File: src/hdl/ceu_pkg.sv
// Shared types and constants for the 8-bit execute unit.
// Request and result payload structs, operation codes, status bit positions.
// No dependencies.
package ceu_pkg;

  // Operation codes, alphabetical, illegal last
  typedef enum logic [5:0] {
    OP_ADC, OP_AND, OP_BCC, OP_BCS, OP_BEQ, OP_BIT, OP_BMI, OP_BNE, OP_BPL,
    OP_BRK, OP_BVC, OP_BVS, OP_CLC, OP_CLD, OP_CLI, OP_CLV, OP_CMP, OP_CPX,
    OP_CPY, OP_DEC, OP_DEX, OP_DEY, OP_EOR, OP_INC, OP_INX, OP_INY, OP_JMP,
    OP_JSR, OP_LDA, OP_LDX, OP_LDY, OP_NOP, OP_ORA, OP_PHA, OP_PHP, OP_PLA,
    OP_PLP, OP_RTS, OP_SEC, OP_SED, OP_SEI, OP_STA, OP_STX, OP_STY, OP_TAX,
    OP_TAY, OP_TSX, OP_TXA, OP_TXS, OP_TYA, OP_ILL
  } ceu_op_e;

  // Status bit positions (N V 1 B D I Z C)
  localparam int unsigned FlagN = 7;
  localparam int unsigned FlagV = 6;
  localparam int unsigned FlagU = 5;
  localparam int unsigned FlagB = 4;
  localparam int unsigned FlagD = 3;
  localparam int unsigned FlagI = 2;
  localparam int unsigned FlagZ = 1;
  localparam int unsigned FlagC = 0;

  // Reset values
  localparam logic [7:0] SpReset    = 8'hFD;
  localparam logic [7:0] FlagsReset = 8'h24;

  // Bits forced on in a pushed status byte
  localparam logic [7:0] PushMask = 8'h30;

  typedef struct packed {
    logic [5:0]  mode;
    logic [7:0]  operand;
    logic [15:0] target_address;
    logic [15:0] next_pc;
  } ceu_in_t;

  typedef struct packed {
    logic        write_valid;
    logic [15:0] write_address;
    logic [7:0]  write_data;
    logic [7:0]  accumulator;
    logic [7:0]  index_x_out;
    logic [7:0]  index_y_out;
    logic [7:0]  stack_pointer_out;
    logic [7:0]  status_out;
    logic [15:0] pc_out;
    logic        halted;
    logic        last;
  } ceu_out_t;

endpackage

File: src/hdl/cpu_8bit_execute_unit.sv
// Execute stage of an 8-bit processor: register file, page-one stack, result register.
// Depends on ceu_pkg for payload structs, operation codes and flag positions.
//
// Usage:
//   Request channel (in_valid_i / in_stall_o / in_data_i) carries one decoded
//   instruction; it is taken at an edge with in_valid_i high and in_stall_o low.
//   Result channel (out_valid_o / out_stall_i / out_data_o) carries one result
//   per instruction, two for INC and DEC (unchanged byte first, last=0, then the
//   modified byte, last=1).
//   A request lands in the input register, executes from there and its result is
//   held in the result register until taken.
//   Throughput: one instruction per cycle while out_stall_i is low; INC and DEC
//   hold their request for two results, both through the single result register.
//   The stack lives in two 128-byte banks (even and odd addresses) so that a
//   two-byte push or pull uses one port of each bank. Bank reads are addressed from
//   the next stack pointer and registered, with write-to-read forwarding.
//   Reset: A, X, Y clear, SP=0xFD, status=0x24, halt clear; stack contents are
//   undefined until pushed. While out_stall_i is high the result holds and the
//   input register backs up, raising in_stall_o once it is full.
//   After BRK or an illegal operation every request is answered with one result
//   marked halted and unchanged registers.
module cpu_8bit_execute_unit (
  input  logic             clk_i,
  input  logic             rst_ni,
  input  logic             in_valid_i,
  output logic             in_stall_o,
  input  ceu_pkg::ceu_in_t in_data_i,
  output logic             out_valid_o,
  input  logic             out_stall_i,
  output ceu_pkg::ceu_out_t out_data_o
);
  import ceu_pkg::*;

  // Input register
  logic    in_valid_q;
  ceu_in_t in_q;

  // Architectural state
  logic [7:0] acc_q, acc_d;
  logic [7:0] x_q, x_d;
  logic [7:0] y_q, y_d;
  logic [7:0] sp_q, sp_d;
  logic [7:0] flags_q, flags_d;
  logic       stopped_q, stopped_d;
  logic       rmw_q, rmw_d;

  // Result register
  logic     out_valid_q;
  ceu_out_t out_q, res_d;

  // Stack banks and read data
  logic [7:0] mem_even_q [128];
  logic [7:0] mem_odd_q  [128];
  logic [7:0] rd_even_q, rd_odd_q;

  // Handshake control
  logic exec_fire, in_retire, is_rmw;

  // Execute datapath
  logic [8:0]  sum;
  logic [8:0]  diff;
  logic [7:0]  cmp_reg;
  logic [7:0]  rmw_val;
  logic [15:0] ret_addr;
  logic [7:0]  pull_lo, pull_hi;
  logic        push_one, push_two;
  logic [7:0]  push0_data, push1_data;
  logic        nz_en;
  logic [7:0]  nz_val;
  logic        take_branch;

  // Bank ports
  logic       we_even, we_odd;
  logic [6:0] wa_even, wa_odd, ra_even, ra_odd;
  logic [7:0] wd_even, wd_odd;
  logic [7:0] sp_m1, sp_next, ra_byte_even, ra_byte_odd;

  // Advance the request when the result slot is free or being taken
  assign is_rmw    = (in_q.mode == OP_INC || in_q.mode == OP_DEC) && !stopped_q;
  assign exec_fire = in_valid_q && (!out_valid_q || !out_stall_i);
  assign in_retire = exec_fire && !(is_rmw && !rmw_q);
  assign in_stall_o = in_valid_q && !in_retire;

  always_ff @(posedge clk_i or negedge rst_ni) begin
    if (!rst_ni) begin
      in_valid_q <= 1'b0;
    end else if (in_valid_i && !in_stall_o) begin
      in_valid_q <= 1'b1;
    end else if (in_retire) begin
      in_valid_q <= 1'b0;
    end
  end

  always_ff @(posedge clk_i) begin
    if (in_valid_i && !in_stall_o) begin
      in_q <= in_data_i;
    end
  end

  // Stack pulls: sp+1 is in the even bank when sp is odd
  assign pull_lo = sp_q[0] ? rd_even_q : rd_odd_q;
  assign pull_hi = sp_q[0] ? rd_odd_q  : rd_even_q;

  assign sum      = {1'b0, acc_q} + {1'b0, in_q.operand} + {8'd0, flags_q[FlagC]};
  assign diff     = {1'b0, cmp_reg} - {1'b0, in_q.operand};
  assign ret_addr = in_q.next_pc - 16'd1;
  assign rmw_val  = (in_q.mode == OP_INC) ? in_q.operand + 8'd1 : in_q.operand - 8'd1;

  always_comb begin
    unique case (in_q.mode)
      OP_CPX:  cmp_reg = x_q;
      OP_CPY:  cmp_reg = y_q;
      default: cmp_reg = acc_q;
    endcase
  end

  // Execute one instruction against the current state
  always_comb begin
    acc_d       = acc_q;
    x_d         = x_q;
    y_d         = y_q;
    sp_d        = sp_q;
    flags_d     = flags_q;
    stopped_d   = stopped_q;
    rmw_d       = rmw_q;
    push_one    = 1'b0;
    push_two    = 1'b0;
    push0_data  = acc_q;
    push1_data  = ret_addr[7:0];
    nz_en       = 1'b0;
    nz_val      = 8'd0;
    take_branch = 1'b0;

    res_d               = '0;
    res_d.pc_out        = in_q.next_pc;
    res_d.last          = 1'b1;

    if (!stopped_q && !rmw_q) begin
      unique case (in_q.mode)
        OP_ADC: begin
          acc_d          = sum[7:0];
          flags_d[FlagC] = sum[8];
          flags_d[FlagV] = ~(acc_q[7] ^ in_q.operand[7]) & (acc_q[7] ^ sum[7]);
          nz_en          = 1'b1;
          nz_val         = sum[7:0];
        end
        OP_AND: begin
          acc_d = acc_q & in_q.operand; nz_en = 1'b1; nz_val = acc_q & in_q.operand;
        end
        OP_ORA: begin
          acc_d = acc_q | in_q.operand; nz_en = 1'b1; nz_val = acc_q | in_q.operand;
        end
        OP_EOR: begin
          acc_d = acc_q ^ in_q.operand; nz_en = 1'b1; nz_val = acc_q ^ in_q.operand;
        end
        OP_BCC: take_branch = !flags_q[FlagC];
        OP_BCS: take_branch = flags_q[FlagC];
        OP_BEQ: take_branch = flags_q[FlagZ];
        OP_BNE: take_branch = !flags_q[FlagZ];
        OP_BMI: take_branch = flags_q[FlagN];
        OP_BPL: take_branch = !flags_q[FlagN];
        OP_BVS: take_branch = flags_q[FlagV];
        OP_BVC: take_branch = !flags_q[FlagV];
        OP_JMP: take_branch = 1'b1;
        OP_BIT: begin
          flags_d[FlagV] = in_q.operand[6];
          flags_d[FlagN] = in_q.operand[7];
          flags_d[FlagZ] = (acc_q & in_q.operand) == 8'd0;
        end
        OP_CLC: flags_d[FlagC] = 1'b0;
        OP_CLD: flags_d[FlagD] = 1'b0;
        OP_CLI: flags_d[FlagI] = 1'b0;
        OP_CLV: flags_d[FlagV] = 1'b0;
        OP_SEC: flags_d[FlagC] = 1'b1;
        OP_SED: flags_d[FlagD] = 1'b1;
        OP_SEI: flags_d[FlagI] = 1'b1;
        OP_CMP, OP_CPX, OP_CPY: begin
          flags_d[FlagC] = !diff[8];
          nz_en          = 1'b1;
          nz_val         = diff[7:0];
        end
        OP_INC, OP_DEC: begin
          nz_en               = 1'b1;
          nz_val              = rmw_val;
          rmw_d               = 1'b1;
          res_d.write_valid   = 1'b1;
          res_d.write_address = in_q.target_address;
          res_d.write_data    = in_q.operand;
          res_d.last          = 1'b0;
        end
        OP_INX: begin x_d = x_q + 8'd1; nz_en = 1'b1; nz_val = x_q + 8'd1; end
        OP_INY: begin y_d = y_q + 8'd1; nz_en = 1'b1; nz_val = y_q + 8'd1; end
        OP_DEX: begin x_d = x_q - 8'd1; nz_en = 1'b1; nz_val = x_q - 8'd1; end
        OP_DEY: begin y_d = y_q - 8'd1; nz_en = 1'b1; nz_val = y_q - 8'd1; end
        OP_JSR: begin
          push_two    = 1'b1;
          push0_data  = ret_addr[15:8];
          push1_data  = ret_addr[7:0];
          sp_d        = sp_q - 8'd2;
          take_branch = 1'b1;
        end
        OP_RTS: begin
          sp_d         = sp_q + 8'd2;
          res_d.pc_out = {pull_hi, pull_lo} + 16'd1;
        end
        OP_LDA: begin acc_d = in_q.operand; nz_en = 1'b1; nz_val = in_q.operand; end
        OP_LDX: begin x_d = in_q.operand; nz_en = 1'b1; nz_val = in_q.operand; end
        OP_LDY: begin y_d = in_q.operand; nz_en = 1'b1; nz_val = in_q.operand; end
        OP_NOP: ;
        OP_PHA: begin
          push_one   = 1'b1;
          push0_data = acc_q;
          sp_d       = sp_q - 8'd1;
        end
        OP_PHP: begin
          push_one       = 1'b1;
          push0_data     = flags_q | PushMask;
          sp_d           = sp_q - 8'd1;
          flags_d[FlagB] = 1'b1;
        end
        OP_PLA: begin
          sp_d   = sp_q + 8'd1;
          acc_d  = pull_lo;
          nz_en  = 1'b1;
          nz_val = pull_lo;
        end
        OP_PLP: begin
          sp_d    = sp_q + 8'd1;
          flags_d = pull_lo;
        end
        OP_STA: begin
          res_d.write_valid = 1'b1; res_d.write_address = in_q.target_address;
          res_d.write_data  = acc_q;
        end
        OP_STX: begin
          res_d.write_valid = 1'b1; res_d.write_address = in_q.target_address;
          res_d.write_data  = x_q;
        end
        OP_STY: begin
          res_d.write_valid = 1'b1; res_d.write_address = in_q.target_address;
          res_d.write_data  = y_q;
        end
        OP_TAX: begin x_d = acc_q; nz_en = 1'b1; nz_val = acc_q; end
        OP_TAY: begin y_d = acc_q; nz_en = 1'b1; nz_val = acc_q; end
        OP_TSX: begin x_d = sp_q; nz_en = 1'b1; nz_val = sp_q; end
        OP_TXA: begin acc_d = x_q; nz_en = 1'b1; nz_val = x_q; end
        OP_TXS: sp_d = x_q;
        OP_TYA: begin acc_d = y_q; nz_en = 1'b1; nz_val = y_q; end
        // BRK, illegal and unassigned codes stop the machine
        default: stopped_d = 1'b1;
      endcase

      if (nz_en) begin
        flags_d[FlagN] = nz_val[7];
        flags_d[FlagZ] = nz_val == 8'd0;
      end
      if (take_branch) begin
        res_d.pc_out = in_q.target_address;
      end
    end else if (!stopped_q) begin
      // Second half of a read-modify-write: state is already final
      rmw_d               = 1'b0;
      res_d.write_valid   = 1'b1;
      res_d.write_address = in_q.target_address;
      res_d.write_data    = rmw_val;
    end

    res_d.accumulator       = acc_d;
    res_d.index_x_out       = x_d;
    res_d.index_y_out       = y_d;
    res_d.stack_pointer_out = sp_d;
    res_d.status_out        = flags_d;
    res_d.halted            = stopped_d;
  end

  // Commit state when the instruction executes
  always_ff @(posedge clk_i or negedge rst_ni) begin
    if (!rst_ni) begin
      acc_q     <= 8'd0;
      x_q       <= 8'd0;
      y_q       <= 8'd0;
      sp_q      <= SpReset;
      flags_q   <= FlagsReset;
      stopped_q <= 1'b0;
      rmw_q     <= 1'b0;
    end else if (exec_fire) begin
      acc_q     <= acc_d;
      x_q       <= x_d;
      y_q       <= y_d;
      sp_q      <= sp_d;
      flags_q   <= flags_d;
      stopped_q <= stopped_d;
      rmw_q     <= rmw_d;
    end
  end

  // Hold the result until taken
  always_ff @(posedge clk_i or negedge rst_ni) begin
    if (!rst_ni) begin
      out_valid_q <= 1'b0;
    end else if (exec_fire) begin
      out_valid_q <= 1'b1;
    end else if (!out_stall_i) begin
      out_valid_q <= 1'b0;
    end
  end

  always_ff @(posedge clk_i) begin
    if (exec_fire) begin
      out_q <= res_d;
    end
  end

  assign out_valid_o = out_valid_q;
  assign out_data_o  = out_q;

  // Route pushes at sp and sp-1 to the banks by address parity
  assign sp_m1   = sp_q - 8'd1;
  assign we_even = exec_fire && ((push_one || push_two) && !sp_q[0] || push_two && sp_q[0]);
  assign we_odd  = exec_fire && ((push_one || push_two) && sp_q[0] || push_two && !sp_q[0]);
  assign wa_even = sp_q[0] ? sp_m1[7:1] : sp_q[7:1];
  assign wa_odd  = sp_q[0] ? sp_q[7:1]  : sp_m1[7:1];
  assign wd_even = sp_q[0] ? push1_data : push0_data;
  assign wd_odd  = sp_q[0] ? push0_data : push1_data;

  // Read sp+1 and sp+2 of the stack pointer held after this edge, one from each bank
  assign sp_next      = exec_fire ? sp_d : sp_q;
  assign ra_byte_even = sp_next[0] ? sp_next + 8'd1 : sp_next + 8'd2;
  assign ra_byte_odd  = sp_next[0] ? sp_next + 8'd2 : sp_next + 8'd1;
  assign ra_even      = ra_byte_even[7:1];
  assign ra_odd       = ra_byte_odd[7:1];

  // Bank memories with write-to-read forwarding
  always_ff @(posedge clk_i) begin
    if (we_even) begin
      mem_even_q[wa_even] <= wd_even;
    end
    rd_even_q <= (we_even && wa_even == ra_even) ? wd_even : mem_even_q[ra_even];
  end

  always_ff @(posedge clk_i) begin
    if (we_odd) begin
      mem_odd_q[wa_odd] <= wd_odd;
    end
    rd_odd_q <= (we_odd && wa_odd == ra_odd) ? wd_odd : mem_odd_q[ra_odd];
  end

`ifndef SYNTH
  // Second read-modify-write phase only with an instruction held
  assert property (@(posedge clk_i) disable iff (!rst_ni) rmw_q |-> in_valid_q)
    else $error("rmw phase without a held instruction");

  // A non-final result always carries the write-back byte
  assert property (@(posedge clk_i) disable iff (!rst_ni)
    (out_valid_o && !out_data_o.last) |-> out_data_o.write_valid)
    else $error("non-final result without write");

  // The final write follows the first one directly
  assert property (@(posedge clk_i) disable iff (!rst_ni)
    (out_valid_o && !out_stall_i && !out_data_o.last) |=>
    (out_valid_o && out_data_o.last && out_data_o.write_valid))
    else $error("second read-modify-write result missing");

  // Halt is sticky
  assert property (@(posedge clk_i) disable iff (!rst_ni) stopped_q |=> stopped_q)
    else $error("halt flag cleared");
`endif

endmodule

File: config.mk
export PLATFORM = sky130hd
export DESIGN_NAME = cpu_8bit_execute_unit
export DESIGN_NICKNAME = d
export VERILOG_FILES = /design/src/hdl/ceu_pkg.sv /design/src/hdl/cpu_8bit_execute_unit.sv
export SDC_FILE = /design/constraint.sdc
export NUM_CORES = 2
export LEC_CHECK = 0
export BUFFER_PORTS_ARGS = -buffer_cell sky130_fd_sc_hd__buf_2
export CAP_MARGIN = 10
export CELL_PAD_IN_SITES_DETAIL_PLACEMENT = 0
export CELL_PAD_IN_SITES_GLOBAL_PLACEMENT = 1
export CORE_ASPECT_RATIO = 1.2
export CORE_MARGIN = 2
export CORE_UTILIZATION = 58
export CTS_CLUSTER_SIZE = 12
export DETAILED_ROUTE_END_ITERATION = 6
export MAX_ROUTING_LAYER = met4
export PLACE_DENSITY = 0.87
export REMOVE_ABC_BUFFERS = 1
export SYNTH_ARGS = -nofsm -noshare
export SYNTH_HDL_FRONTEND = slang
export SYNTH_SLANG_ARGS = --single-unit
File: constraint.sdc
create_clock -name clk_i -period 20.1 [get_ports clk_i]
set_input_delay 1.005 -clock clk_i [delete_from_list [all_inputs] [get_ports clk_i]]
set_output_delay 1.005 -clock clk_i [all_outputs]
set_load 0.005 [all_outputs]
Word level (Yosys, flattened, before mapping)
Memories as Yosys holds them, arrays and structs flattened. A register that Yosys moved wholly into a read port is not among the register bits.
Cells that the tools add are included.
- RAM bits: 2048
- input bits: 50
- output and inout port bits: 85
- memories: 2
- logic and storage cells: 208
- register bits after elaboration: 173
- reductions and logical operators: 45
- bitwise logic cells: 7
- add/subtract/negate cells: 17
- multiplexer cells: 62
- eq/ne operators: 51
- memories (memory ; words ; width ; rd ports ; clocked after memory_dff ; write ports ; RTL line ; text):
    mem_even_q ; 128 ; 8 ; 1 ; 1 ; 1 ; cpu_8bit_execute_unit.sv:52 ; logic [7:0] mem_even_q [128];
    mem_odd_q ; 128 ; 8 ; 1 ; 1 ; 1 ; cpu_8bit_execute_unit.sv:53 ; logic [7:0] mem_odd_q [128];
- operators by type and width (cell ; number):
    8-bit case mux with 16 select lines ; 1
    8-bit two-way mux ; 15
    6-bit equality test, second input constant ; 18
    25-bit case mux with 4 select lines ; 1
    6-bit by 5-bit equality test with 1-bit output, second input constant ; 16
    8-bit case mux with 5 select lines ; 2
    8-bit case mux with 8 select lines ; 1
    25-bit two-way mux ; 2
    49-bit OR reduction ; 1
    16-bit two-way mux ; 3
    6-bit by 4-bit equality test with 1-bit output, second input constant ; 7
    8-bit by 1-bit adder with 8-bit output, second input constant ; 5
    8-bit case mux with 2 select lines ; 2
    8-bit case mux with 4 select lines ; 1
    8-bit by 1-bit subtractor with 8-bit output, second input constant ; 4
    6-bit by 3-bit equality test with 1-bit output, second input constant ; 4
    1-bit two-way mux ; 24
    22-bit OR reduction ; 1
    16-bit by 1-bit adder with 16-bit output, second input constant ; 1
    8-bit by 2-bit adder with 8-bit output, second input constant ; 2
    8-bit zero test ; 2
    16-bit by 1-bit subtractor with 16-bit output, second input constant ; 1
    7-bit two-way mux ; 2
    1-bit logical AND ; 13
    25 further kinds ; 53

Logic depth before layout (Yosys ltp)
- depth after elaboration: 11
- mapped depth: 21

Worst setup path before layout
No wires, ideal clock.
- path type: register to register
- from: reg in_q[44] (netlist bit)
- to: mem mem_even_q[0][5], data pin
- arrival: 7.030 ns
- library setup time: 1.197 ns
- period minus slack after synthesis: 8.227 ns
- setup slack: 11.873 ns
- cell stages (with the launch flop): 9
- path through: edfxtp_1 -> clkbuf_1 -> clkbuf_1 -> or4b_2 -> nor2_1 -> inv_1 -> a21oi_1 -> o22ai_1 -> o21ai_0
- cells in the longest elaborated chain, start to end: 4
- ends and longest elaborated chain (what ; RTL line ; text):
    start, declared ; cpu_8bit_execute_unit.sv:36 ; ceu_in_t in_q;
    start signal, assigned ; cpu_8bit_execute_unit.sv:96 ; in_q <= in_data_i;
    6-bit equality test / 6-bit by 5-bit equality test with 1-bit output (equally long branches) ; cpu_8bit_execute_unit.sv:139 ; unique case (in_q.mode)
    8-bit case mux with 2 select lines * ; cpu_8bit_execute_unit.sv:139 ;
    8-bit two-way mux * ; cpu_8bit_execute_unit.sv:138 ; if (!stopped_q && !rmw_q) begin
    8-bit two-way mux * ; cpu_8bit_execute_unit.sv:323 ; assign wd_even = sp_q[0] ? push1_data : push0_data;
    net wd_even[5] ; cpu_8bit_execute_unit.sv:75 ; logic [7:0] wd_even, wd_odd;
    end, declared ; cpu_8bit_execute_unit.sv:52 ;
Mark *: on every way through the listed nets, which the timed path passes. The rest lies on a longest branch.

==> summary.md <==
| Metric | Value |
|---|---|
| Status | `finished, violations left` |
| Failing checks | `DRC` |
| Leak | `about 32 nW` |
| Post-synthesis sequential area ratio | `70.99%` |
| Die Wd | `371.6 um` |
| PD cells | `130.9 mW/mm^2` |
| Most used flip-flop cell after synthesis | `edfxtp_1` |
| Combinational share of power | `27.9%` |
| Global-route wire length before repair | `373300 um` |
| Dpl cell area | `0.09637 mm^2` |
| Initial antenna violation count | `4` |
| RSZ-0062 raised after global routing | `no` |
| CP Capture Type | `register` |
| Met2 Resource Use GR | `49.26%` |
| Setup_tns | `0 ps` |
| Fill count | `10940` |
| Grt ovf | `0` |
| Net Sw Frac | `approximately a third` |
| Max transition margin | `5.644%` |
| Clock Latency Late Sink | `880 ps` |
| Synth Cell Area | `0.09405 mm^2` |
| H-Tree Level Count | `4` |
| Int Pwr | `roughly 8.9 mW` |
| Post-layout min period | `6162 ps` |
| Number of DRC markers in iteration 0 | `about 7700` |
| TritonCTS clock tree | `yes` |
| Clock Skew | `~37 ps` |
| Peak VDD IR | `~0.00013 V` |
| Cell variety after synth | `112` |
| Vias in the first global route | `between 50000 and 60000` |
| Final #Nets | `5899` |
| Syn avg cell area | `16.64 um^2` |
| Period utilisation layout | `30.66%` |
| Hold buffers post-CTS | `0` |
| Final Util | `between 60% and 70%` |
| DRC Markers | `10` |
| Die height | `445.1 um` |
| Clock-pin slew on the worst setup and hold paths | `approximately 60 ps` |
| Post-CTS setup buffers | `0` |
| CTS Buffer Depth | `3` |
| Largest net degree at the start of global routing | `128` |
| IO Pins | `135` |
| Synth Register Bits | `around 2200` |
| F_max | `0.1623 GHz` |
| Ys Warns | `0` |
| Switching power | `approximately 4.5 mW` |
| Total power | `13.41 mW` |
| Worst hold margin | `between 200 and 250 ps` |
| Critical-path maximum fanout | `between 40 and 50` |
| Clock root cell | `clkbuf_16` |
| Family with the most delay on the worst path | `simple AND/OR/NAND/NOR gates` |
| Worst min-delay path class | `in -> async` |
| Crit path largest cell delay | `1150 ps` |
| CP required | `20850 ps` |
| Ratio of cells with drive above 1 in the final layout | `14.88%` |
| Wirelength per Cell | `32.61 um` |
| Vias per cell | `between 6 and 7` |
| Slew Limit Fails | `0` |
| Cell taking the most area after synthesis | `edfxtp_1` |
| Buf/Inv on CP | `2` |
| Die area | `0.1654 mm^2` |
| EDFF count, synth | `2177` |
| Drt first pass iters | `7` |
| Layout area overhead | `8.927%` |
| Detailed placement HPWL | `166500 um` |
| Met1 Track Usage GR | `between 40% and 50%` |
| Worst-Margin Slew | `1397 ps` |
| CTS buffer count | `212` |
| Mapped Cells | `5652` |
| Critical Path, Cell by Cell | `buf_4 -> buf_4 -> mux4_2 -> mux4_2 -> nand2_1 -> a21oi_1 -> nor4_1 -> nand2_1 -> nand3_1 -> or3b_1 -> o21ai_1 -> and4bb_1 -> a21o_1` |
| GP Congestion | `1.017` |
| Antenna-violating nets left | `0` |
| Reg power frac | `between 40% and 50%` |
| Critical path type | `reg -> reg` |
| Core ar. | `0.1608 mm^2` |
| WP data arrival | `between 6000 and 7000 ps` |
| Busiest grt layer | `met2` |
| Count of final hold-check violations | `0` |
| Tot GR Track Use | `between 30% and 40%` |
| Final instance area | `between 0.1 and 0.15 mm^2` |
| Async set or reset register ratio after synthesis | `1.969%` |
| Routed WL | `between 200000 and 300000 um` |
| Initial Utilization | `58.50%` |
| Reg2Reg Depth | `13` |
| Startpoint types | `register` |
| Slowest CP cell | `nor4_1` |
| Vias post-DR | `55040` |
| Share of the synthesized area in the top cell type | `a little over two thirds` |
| PostCTS Resize Cnt | `0` |
| Most area-consuming cells after synthesis | `edfxtp_1 70%, mux4_2 6.0%, mux2i_1 5.9%` |
| Clock power frac | `27.2%` |
| # clock sinks | `around 2200` |
| # setup viols final | `0` |
| Max cap viols | `0` |
| # rows | `161` |
| IO Port Bufs | `134` |
| Global-route met3 utilization | `around 6.4%` |
| WP depth | `13` |
## layout make-up
class / instances / area, um^2 / share of cell area [%]
Antenna cell: 2 / 5.005 / 0.004885
Clock buffer: 282 / 5630 / 5.496
Clock inverter: 37 / 406.6 / 0.3969
Inverter: 81 / 306.5 / 0.2992
Multi-Input combinational cell: 3021 / 25090 / 24.50
Sequential cell: 2235 / 66790 / 65.20
Tap cell: 2119 / 2651 / 2.588
Timing Repair Buffer: 246 / 1556 / 1.519
## state kept, by name, indices dropped and copies added (netlist names), named ones only
name,flops
rmw_q,1
mem_even_q,1024
in_valid_q,1
out_data_o,83
flags_q,8
mem_odd_q,1024
out_valid_o,1
acc_q,8
in_q,46
stopped_q,1
x_q,8
sp_q,8
y_q,8
## cell usage in the layout, fill, tap and decap left out, types with 20 or more instances in the layout
cell	count
mux2_2	48
xnor2_1	44
buf_2	134
clkbuf_1	66
nor2b_1	63
dfrtp_1	35
nand4_1	36
mux4_2	251
nand3_1	106
clkbuf_16	214
buf_4	109
ha_1	47
a21oi_1	134
nand2_1	332
a211oi_1	29
o22ai_1	71
nand2b_1	30
inv_1	76
a22o_1	22
a221oi_1	30
mux2i_1	541
a22oi_1	225
nor2_1	408
a31oi_1	32
a21o_1	20
edfxtp_1	2177
xor2_1	25
nor4_1	23
nor3_1	62
o21ai_0	106
## cells by family after synthesis
logic type	count (synthesis)	synth area share, %
AO/OA/AOI/OAI	844	6.228
XOR/XNOR	69	0.6426
adder cells (fa/ha/maj)	52	0.7317
buffers and inverters	396	2.580
flip-flops	2235	70.99
multiplexers	868	12.94
AND/OR/NAND/NOR	1188	5.887
## cell usage after synthesis (66+ instances only)
master,count
edfxtp_1,2177
nand3_1,106
o22ai_1,71
o21ai_0,108
nor2_1,410
mux2i_1,551
a21oi_1,138
nand2_1,333
nor2b_1,66
clkbuf_1,120
mux4_2,251
inv_1,77
a22oi_1,225
## worst reg2reg max path, delay by kind of cell, from the launching register on
| family | cells | cell delay (ps) |
|---|---|---|
| AOI/OAI and AO/OA | 3 | 310 |
| buffers and inverters | 2 | 1580 |
| DFF | 1 | 700 |
| muxes | 2 | 1120 |
| and+or+nand+nor | 6 | 2330 |
## stage by stage
stage          setup slack, ps  std cells
2_1_floorplan             8347       5337
3_3_place_gp             14080       7701
3_5_place_dp             14030       7701
4_1_cts                  13960       8020
5_1_grt                  13690       8023
6_report                 13940       8023
## final timing paths
| check | start | to | slack, ps |
|---|---|---|---|
| worst min-delay path | rst_ni | y_q[1]$_DFFE_PN0P_ | 240 |
| worst min register to register | flags_q[5]$_DFFE_PN1P_ | flags_q[5]$_DFFE_PN1P_ | 460 |
| max in group asynchronous | rst_ni | flags_q[0]$_DFFE_PN0P_ | 19350 |
| worst max register to register | register | out_data_o[19]$_DFFE_PP_ | 13940 |
| worst max-delay path | register | out_data_o[19]$_DFFE_PP_ | 13940 |
| min in group clk_i | in_data_i[35] | in_q[35]$_DFFE_PP_ | 300 |
## power groups by stage
| stage | Clock, mW | Combinational (mW) | Sequential (mW) |
|---|---|---|---|
| final | 3.65 | 3.75 | 6.02 |
| after global routing | 3.82 | 3.90 | 6.02 |
| after CTS | 3.66 | 3.67 | 6.01 |
| after detailed placement | 0 | 3.65 | 6.11 |
| after global placement | 0 | 3.58 | 6.10 |
| after floorplan | 0 | 2.26 | 6.41 |
## per-layer routing
metal / share of wire (%) / wire, um
met1: 36 / 94110
met2: 47 / 123600
met3: 11 / 29260
met4: 5.6 / 14630
met5: 0 / 0
(Power assumes the default switching activity.)
